$ cat config.mk
export PLATFORM = sky130hd
export DESIGN_NAME = crchk_track
export DESIGN_NICKNAME = d
export VERILOG_FILES = /design/src/hdl/crchk_pkg.sv /design/src/hdl/crchk_track.sv
export SDC_FILE = /design/constraint.sdc
export NUM_CORES = 1
export LEC_CHECK = 0
export ABC_AREA = 1
export BUFFER_PORTS_ARGS = -buffer_cell sky130_fd_sc_hd__clkbuf_2
export CELL_PAD_IN_SITES_DETAIL_PLACEMENT = 0
export CELL_PAD_IN_SITES_GLOBAL_PLACEMENT = 2
export CORE_MARGIN = 4
export CORE_UTILIZATION = 37
export CTS_CLUSTER_SIZE = 10
export DETAILED_ROUTE_END_ITERATION = 10
export PLACE_DENSITY = 0.86
export SLEW_MARGIN = 20
export SYNTH_ARGS = -nofsm -noshare
export SYNTH_HDL_FRONTEND = slang
export SYNTH_SLANG_ARGS = --single-unit
$ cat constraint.sdc
create_clock -name clk -period 6.4 [get_ports clk]
set_input_delay 0.32 -clock clk [delete_from_list [all_inputs] [get_ports clk]]
set_output_delay 0.32 -clock clk [all_outputs]
set_load 0.01 [all_outputs]
$ cat src/hdl/crchk_pkg.sv
// shared constants, types and crc function for the settings record checker
package crchk_pkg;

  localparam logic [7:0]  MAGIC_HI    = 8'hA5;
  localparam logic [7:0]  MAGIC_LO    = 8'h5A;
  localparam int          BODY_BYTES  = 2 + 2 + 2 + 1 + 1 + 4;
  localparam logic [7:0]  LEN_BYTE    = 8'(BODY_BYTES);
  localparam logic [15:0] CRC_INIT    = 16'hFFFF;
  localparam logic [15:0] CRC_POLY    = 16'hA001;

  localparam int POS_W = 5;
  localparam int IDX_W = $clog2(BODY_BYTES);

  // byte offsets inside the record
  localparam logic [POS_W-1:0] OFS_MAGIC_HI  = 5'd0;
  localparam logic [POS_W-1:0] OFS_MAGIC_LO  = 5'd1;
  localparam logic [POS_W-1:0] OFS_VERSION   = 5'd2;
  localparam logic [POS_W-1:0] OFS_LENGTH    = 5'd3;
  localparam logic [POS_W-1:0] OFS_PAYLOAD   = 5'd4;
  localparam logic [POS_W-1:0] OFS_CRC_LOW   = 5'd16;
  localparam logic [POS_W-1:0] OFS_LAST      = 5'd17;

  typedef enum logic [2:0] {
    ST_OK     = 3'd0,
    ST_READ   = 3'd1,
    ST_MAGIC  = 3'd2,
    ST_VERLEN = 3'd3,
    ST_CRC    = 3'd4
  } status_t;

  typedef struct packed {
    status_t            status;
    logic signed [15:0] temp_high;
    logic signed [15:0] temp_low;
    logic [15:0]        cooldown_seconds;
    logic [7:0]         default_mode;
    logic [7:0]         schedule_entries;
    logic [31:0]        boot_total;
  } result_t;

  // reflected crc-16 over one byte, lsb first
  function automatic logic [15:0] crc_update(input logic [15:0] crc_in,
                                             input logic [7:0] b);
    logic [15:0] c;
    c = crc_in ^ {8'h00, b};
    for (int k = 0; k < 8; k++) begin
      if (c[0]) begin
        c = (c >> 1) ^ CRC_POLY;
      end else begin
        c = c >> 1;
      end
    end
    return c;
  endfunction

endpackage

$ cat src/hdl/crchk_track.sv
// record tracker: byte position, running crc, first error (a read failure overrides it) and payload bytes
module crchk_track (
  input  logic                     clk,
  input  logic                     rst,
  input  logic                     accept,
  input  logic [7:0]               data_byte,
  input  logic                     first,
  input  logic                     read_failed,
  input  logic [7:0]               expected_version,
  output logic                     at_last,
  output logic                     res_valid,
  output crchk_pkg::result_t       res
);

  logic [crchk_pkg::POS_W-1:0] pos;
  logic [crchk_pkg::POS_W-1:0] pos_next;
  logic [15:0]                 crc;
  logic [15:0]                 crc_next;
  crchk_pkg::status_t          err;
  crchk_pkg::status_t          err_next;
  logic [7:0]                  payload [crchk_pkg::BODY_BYTES];
  logic [7:0]                  crc_low;

  logic [crchk_pkg::POS_W-1:0] pos_eff;
  logic [15:0]                 crc_base;
  crchk_pkg::status_t          err_base;
  crchk_pkg::status_t          err_step;
  crchk_pkg::status_t          hdr_code;
  logic                        last_byte;
  logic                        in_payload;
  logic [crchk_pkg::POS_W-1:0] pld_ofs;
  logic [crchk_pkg::IDX_W-1:0] pld_idx;

  assign at_last = (pos == crchk_pkg::OFS_LAST);

  always_comb begin
    logic restart;
    restart  = first || (pos > crchk_pkg::OFS_LAST);
    pos_eff  = restart ? '0 : pos;
    crc_base = restart ? crchk_pkg::CRC_INIT : crc;
    err_base = restart ? crchk_pkg::ST_OK : err;

    last_byte  = (pos_eff == crchk_pkg::OFS_LAST);
    in_payload = (pos_eff >= crchk_pkg::OFS_PAYLOAD) && (pos_eff < crchk_pkg::OFS_CRC_LOW);
    pld_ofs    = pos_eff - crchk_pkg::OFS_PAYLOAD;
    pld_idx    = pld_ofs[crchk_pkg::IDX_W-1:0];

    hdr_code = crchk_pkg::ST_OK;
    case (pos_eff)
      crchk_pkg::OFS_MAGIC_HI: begin
        if (data_byte != crchk_pkg::MAGIC_HI) hdr_code = crchk_pkg::ST_MAGIC;
      end
      crchk_pkg::OFS_MAGIC_LO: begin
        if (data_byte != crchk_pkg::MAGIC_LO) hdr_code = crchk_pkg::ST_MAGIC;
      end
      crchk_pkg::OFS_VERSION: begin
        if (data_byte != expected_version) hdr_code = crchk_pkg::ST_VERLEN;
      end
      crchk_pkg::OFS_LENGTH: begin
        if (data_byte != crchk_pkg::LEN_BYTE) hdr_code = crchk_pkg::ST_VERLEN;
      end
      crchk_pkg::OFS_LAST: begin
        if ({data_byte, crc_low} != crc_base) hdr_code = crchk_pkg::ST_CRC;
      end
      default: begin
        hdr_code = crchk_pkg::ST_OK;
      end
    endcase

    // read failure overrides, otherwise the earliest error sticks
    err_step = read_failed ? crchk_pkg::ST_READ : err_base;
    if (err_step == crchk_pkg::ST_OK) begin
      err_step = hdr_code;
    end

    crc_next = (pos_eff < crchk_pkg::OFS_CRC_LOW) ?
               crchk_pkg::crc_update(crc_base, data_byte) : crc_base;

    pos_next = last_byte ? '0 : pos_eff + 1'b1;
    err_next = last_byte ? crchk_pkg::ST_OK : err_step;
  end

  always_ff @(posedge clk) begin
    if (rst) begin
      pos <= '0;
      crc <= crchk_pkg::CRC_INIT;
      err <= crchk_pkg::ST_OK;
    end else if (accept) begin
      pos <= pos_next;
      crc <= last_byte ? crchk_pkg::CRC_INIT : crc_next;
      err <= err_next;
    end
  end

  always_ff @(posedge clk) begin
    if (accept && in_payload) begin
      payload[pld_idx] <= data_byte;
    end
    if (accept && (pos_eff == crchk_pkg::OFS_CRC_LOW)) begin
      crc_low <= data_byte;
    end
  end

  assign res_valid = accept && last_byte;

  always_comb begin
    res        = '0;
    res.status = err_step;
    if (err_step == crchk_pkg::ST_OK) begin
      res.temp_high        = {payload[1], payload[0]};
      res.temp_low         = {payload[3], payload[2]};
      res.cooldown_seconds = {payload[5], payload[4]};
      res.default_mode     = payload[6];
      res.schedule_entries = payload[7];
      res.boot_total       = {payload[11], payload[10], payload[9], payload[8]};
    end
  end

  a_pos_range: assert property (@(posedge clk) disable iff (rst)
    pos <= crchk_pkg::OFS_LAST)
    else $error("byte position out of range");

  a_result_only_at_end: assert property (@(posedge clk) disable iff (rst)
    res_valid |-> (pos == crchk_pkg::OFS_LAST) && !first)
    else $error("result outside the last offset");

  a_wrap_after_result: assert property (@(posedge clk) disable iff (rst)
    res_valid |=> (pos == '0) && (crc == crchk_pkg::CRC_INIT) &&
                  (err == crchk_pkg::ST_OK))
    else $error("record state not cleared after result");

endmodule

After elaboration in Yosys (flattened, before gate mapping):

Memory sizes are Yosys's and may differ from the RTL's.
Cells that the tools add are included.

* memories kept: 1
* register bits: 32
* word-level logic and storage cells: 64
* memory bits (writable): 96

Memory list
* payload: depth 12, width 8, read ports 12, clocked after Yosys merged registers in 0, wr ports 1, RTL line crchk_track.sv:21 `logic [7:0] payload [crchk_pkg::BODY_BYTES];`

* reductions and logical operators: 8
* equal/unequal tests: 11
* mux-type cells: 26
* bitwise logic cells: 9
* add/subtract/negate cells: 2
* magnitude comparators: 3

Operators with widths (count)
* $mux 16: 11
* $mux 96: 1
* $not 2->3: 8
* $ne 16x16->1: 1
* $xor 16x8->16: 1
* $eq 5x5->1 const B: 3
* $mux 3: 5
* $pmux 3 s5: 1
* $eq 5x2->1 const B: 2
* $mux 5: 2
* $mux 2: 4
* $ne 8x4->1 const B: 1
* $ne 8x7->1 const B: 1
* $ne 8x8->1: 1
* $ne 8x8->1 const B: 1
* $logic_not 3->1: 2
* $add 5x1->5 const B: 1
* $eq 5x1->1 const B: 1
* $ge 5x3->1 const B: 1
* $gt 5x5->1 const B: 1
* $logic_not 5->1: 1
* $lt 5x5->1 const B: 1
* $logic_and 1x1->1: 4
* $sub 4x3->4 const B: 1
* other kinds (2): 3

Longest topological paths before layout:

* depth after elaboration: 22
* depth in mapped cells: 20
* mapped depth without buffers: 18

Worst setup path after synthesis:

OpenSTA, ideal clock, no wires.

* path type: register -> output
* start point: register pos[2] in the netlist's numbering
* end point: output res[41] in the netlist's numbering
* buffers on the path: 2
* data arrival time: 2.207 ns
* cell stages (with the launch flop): 19
* setup slack: 3.873 ns
* cells stage by stage: dfxtp_1 -> nor2_1 -> nand2_2 -> nand2_4 -> nand2_4 -> nor2_1 -> ha_1 -> nand3_2 -> o21ai_1 -> nand3_1 -> nand2_1 -> nand3_1 -> nand2_1 -> nand2_2 -> nor2_4 -> nand2_4 -> buf_8 -> buf_12 -> nor2_4

RTL lines
* start, declared: RTL line crchk_track.sv:15 `logic [crchk_pkg::POS_W-1:0] pos;`
* start signal, assigned: RTL line crchk_track.sv:89 `pos <= pos_next;`
* end, declared: RTL line crchk_track.sv:12 `output crchk_pkg::result_t res`

==> reports/metrics.yaml <==
num_rows: 48
p_switching_uw: 512
antenna_found_initial: 0
die_h_um: 141
ant_nets: 0
drt-total-wl_um: 17100
p_leak_uw: 0.00359
swShare_pct: 25.4
power_frac_seq_pct: 45.2
firstDrtPassIters: 5
htree_levels: 4
grt.total_usage_pct: 17.4
post-dp-hpwl_um: 12100
synth_seq_area_share_pct: 55.0
viasPerCell: 4.74
grt_pass1_wl_um: 26700
rsz0062_at_grt: "no"
cp.required_ns: 6.08
grt_remaining_overflow: 0
cts-hold-fix-buffers: 0
final-setup-viol-count: 0
status: "completed"
slew_headroom_pct: 30.1
io_buffers: 121
cts_tree: "yes"
pin_count: 122
hold_violations: 0
yosysTopAreaCell: "edfxtp_1"
ir_worst_vdd_v: 0.000188
synth_fp_nets: 719
syn_area_per_cell_um2: 9.44
place.gp.congestion: 0.886
design_area_um2: 7870
synth.distinct_cells: 33
p_per_area_nw_per_um2: 256
diodes: 0
start_kind: "register"
netlist_instances: 694
worst_slew_pin_slew_ns: 1.04
n_fill_cell: 1713
cts_made_buffers: 17
cts_sinks: 128
fin_nets: 841
synth-seq-cells: 128
path_clk_slew_ns: 0.06
wire_per_inst_um: 16.2
synth.area.top_cells: "edfxtp_1, inv_1, dfxtp_1"
fmax_ghz: 0.243
ctsResizeCount: 0
fin_tns_setup_ns: 0
grt_pass1_vias: 4797
die_w_um: 141
critPathMaxFanout: 96
worstSetupEndpointType: "primary output"
finalCritPeriodShare_pct: 64.3
cts.path.max_buffers: 2
arrival_ns: 3.79
vias: 4993
cap_violations: 0
yosys_warnings: 0
dieArea_um2: 19900
finish.utilization_pct: 45.5
drive_gt1_share_pct: 25.7
finClkSkew_ns: 0.00651
synth_top_area_share_pct: 47.7
core_um2: 17300
comb_power_share_pct: 11.0
drc: 0
path_class: "register to primary output"
hold_ws_ns: 0.342
grt_max_degree: 97
cts_root_buf: "clkbuf_16"
hold_class: "input pin to register"
post_cts.repair.setup_buffers: 0
p_int_uw: 1510
initial_utilization_pct: 37.9
area_delta_synth_final_pct: 20.2
p_total_uw: 2020
drt_iter0_markers: 410
netlist_area_um2: 6550
period_needed_ns: 4.11
clockPowerShare_pct: 43.8
slew_viol_final: 0
place_area_um2: 7300
insertion_delay_ns: 0.41
[per-layer routing]
| metal | wire, µm | global-route usage [%] | vias up | share of wire, % |
|---|---|---|---|---|
| met1 | 7980 | 23.7 | 2362 | 47 |
| met2 | 7830 | 27.2 | 156 | 46 |
| met5 | 0 | 0 | - | 0 |
| li1 | - | - | 2451 | - |
| met4 | 363 | 6.63 | 0 | 2.1 |
| met3 | 882 | 3.77 | 24 | 5.2 |
[state kept, by name, indices dropped and copies added, names as in the netlist]
| signal | cells |
|---|---|
| payload | 96 |
| crc_low | 8 |
| crc | 16 |
| pos | 5 |
| err | 3 |
[power groups by stage]
| stage | combinational [µW] | sequential, µW | clock, µW |
|---|---|---|---|
| final | 222 | 913 | 884 |
| after CTS | 224 | 913 | 901 |
| after detailed placement | 223 | 930 | 0 |
| after global placement | 221 | 930 | 0 |
| after floorplan | 151 | 929 | 0 |
| after global routing | 247 | 914 | 938 |
[worst max-delay path, cell delays in order, from the launching register on]
cell and delay [ns]:
dfxtp_1 0.34, nor2_1 0.12, nand2_2 0.09, nand2_4 0.19
nand2_4 0.12, nor2_1 0.67, nor2_2 0.14, nand3_1 0.11
nand3_1 0.08, nand2_1 0.07, nand3_1 0.06, nand2_1 0.08
nand2_2 0.08, nor2_4 0.14, nand2_8 0.45, nor2_1 0.34
clkbuf_2 0.18
[layout make-up]
cell class,instances,area (µm²),area share [%]
clock buffers,18,429,5.45
clock inverters,14,118,1.49
inverters,149,559,7.10
multi-input cells,395,2250,28.5
flip-flops and latches,128,3600,45.8
well taps,225,282,3.58
repair buffers,125,636,8.07
[Yosys cell counts]
| cell | count |
|---|---|
| o211ai_1 | 10 |
| nor2_2 | 1 |
| xnor2_1 | 12 |
| inv_1 | 145 |
| nand3_1 | 29 |
| nor3_1 | 17 |
| clkinv_1 | 1 |
| ha_1 | 4 |
| buf_2 | 5 |
| a221oi_1 | 1 |
| a21oi_1 | 14 |
| nand2_4 | 4 |
| o22ai_1 | 6 |
| buf_6 | 1 |
| or2_1 | 1 |
| nand2_2 | 2 |
| buf_12 | 4 |
| o21ai_0 | 16 |
| nor2_1 | 79 |
| dfxtp_1 | 24 |
| o221ai_1 | 3 |
| buf_8 | 1 |
| buf_1 | 2 |
| nand3_2 | 1 |
| xor2_1 | 12 |
| nand2_1 | 120 |
| inv_2 | 3 |
| nor2_4 | 41 |
| o21ai_1 | 1 |
| or2_2 | 3 |
| edfxtp_1 | 104 |
| nand4_1 | 18 |
| clkbuf_1 | 9 |
[stage by stage]
step / setup WS (ns) / cells
2_1_floorplan: 3.87 / 694
3_3_place_gp: 2.78 / 1022
3_5_place_dp: 2.72 / 1022
4_1_cts: 2.27 / 1054
5_1_grt: 1.84 / 1054
6_report: 2.29 / 1054
[kinds of logic (layout without fill, tap and decap cells)]
family                   after synthesis  in the layout  share of synthesized area, %
adder cells (fa/ha/maj)                4              4                         0.764
buffers and inverters                171            306                          11.2
XOR/XNOR                              24             24                          3.21
AND/OR/NAND/NOR                      316            316                          25.2
AO/OA/AOI/OAI                         51             51                          4.62
flip-flops                           128            128                          55.0
[layout by cell type (no fill, tap or decap), drive strengths merged, types with 3 or more instances in the layout]
cell type | Yosys | layout
nor3 | 17 | 17
xor2 | 12 | 12
o21ai | 17 | 17
o211ai | 10 | 10
nand3 | 30 | 30
o22ai | 6 | 6
clkinv | 1 | 10
edfxtp | 104 | 104
or2 | 4 | 4
a21oi | 14 | 14
inv | 148 | 149
buf | 13 | 4
dfxtp | 24 | 24
nand4 | 18 | 18
nand2 | 126 | 126
clkinvlp | 0 | 3
nor2 | 121 | 121
o221ai | 3 | 3
clkbuf | 9 | 139
ha | 4 | 4
xnor2 | 12 | 12
[worst paths after layout]
| check | startpoint | to | slack (ns) | cells past startpoint |
|---|---|---|---|---|
| setup / recovery | pos[2]$_SDFFE_PP0P_ | res[40] | 2.29 | 16 |
| hold / removal | rst | pos[4]$_SDFFE_PP0P_ | 0.34 | 2 |
| hold reg to reg | crc[14]$_SDFFE_PP1P_ | crc[14]$_SDFFE_PP1P_ | 0.47 | 2 |
| setup reg to reg | pos[2]$_SDFFE_PP0P_ | payload[3][1]$_DFFE_PP_ | 3.33 | 9 |
(Power assumes the default switching activity.)
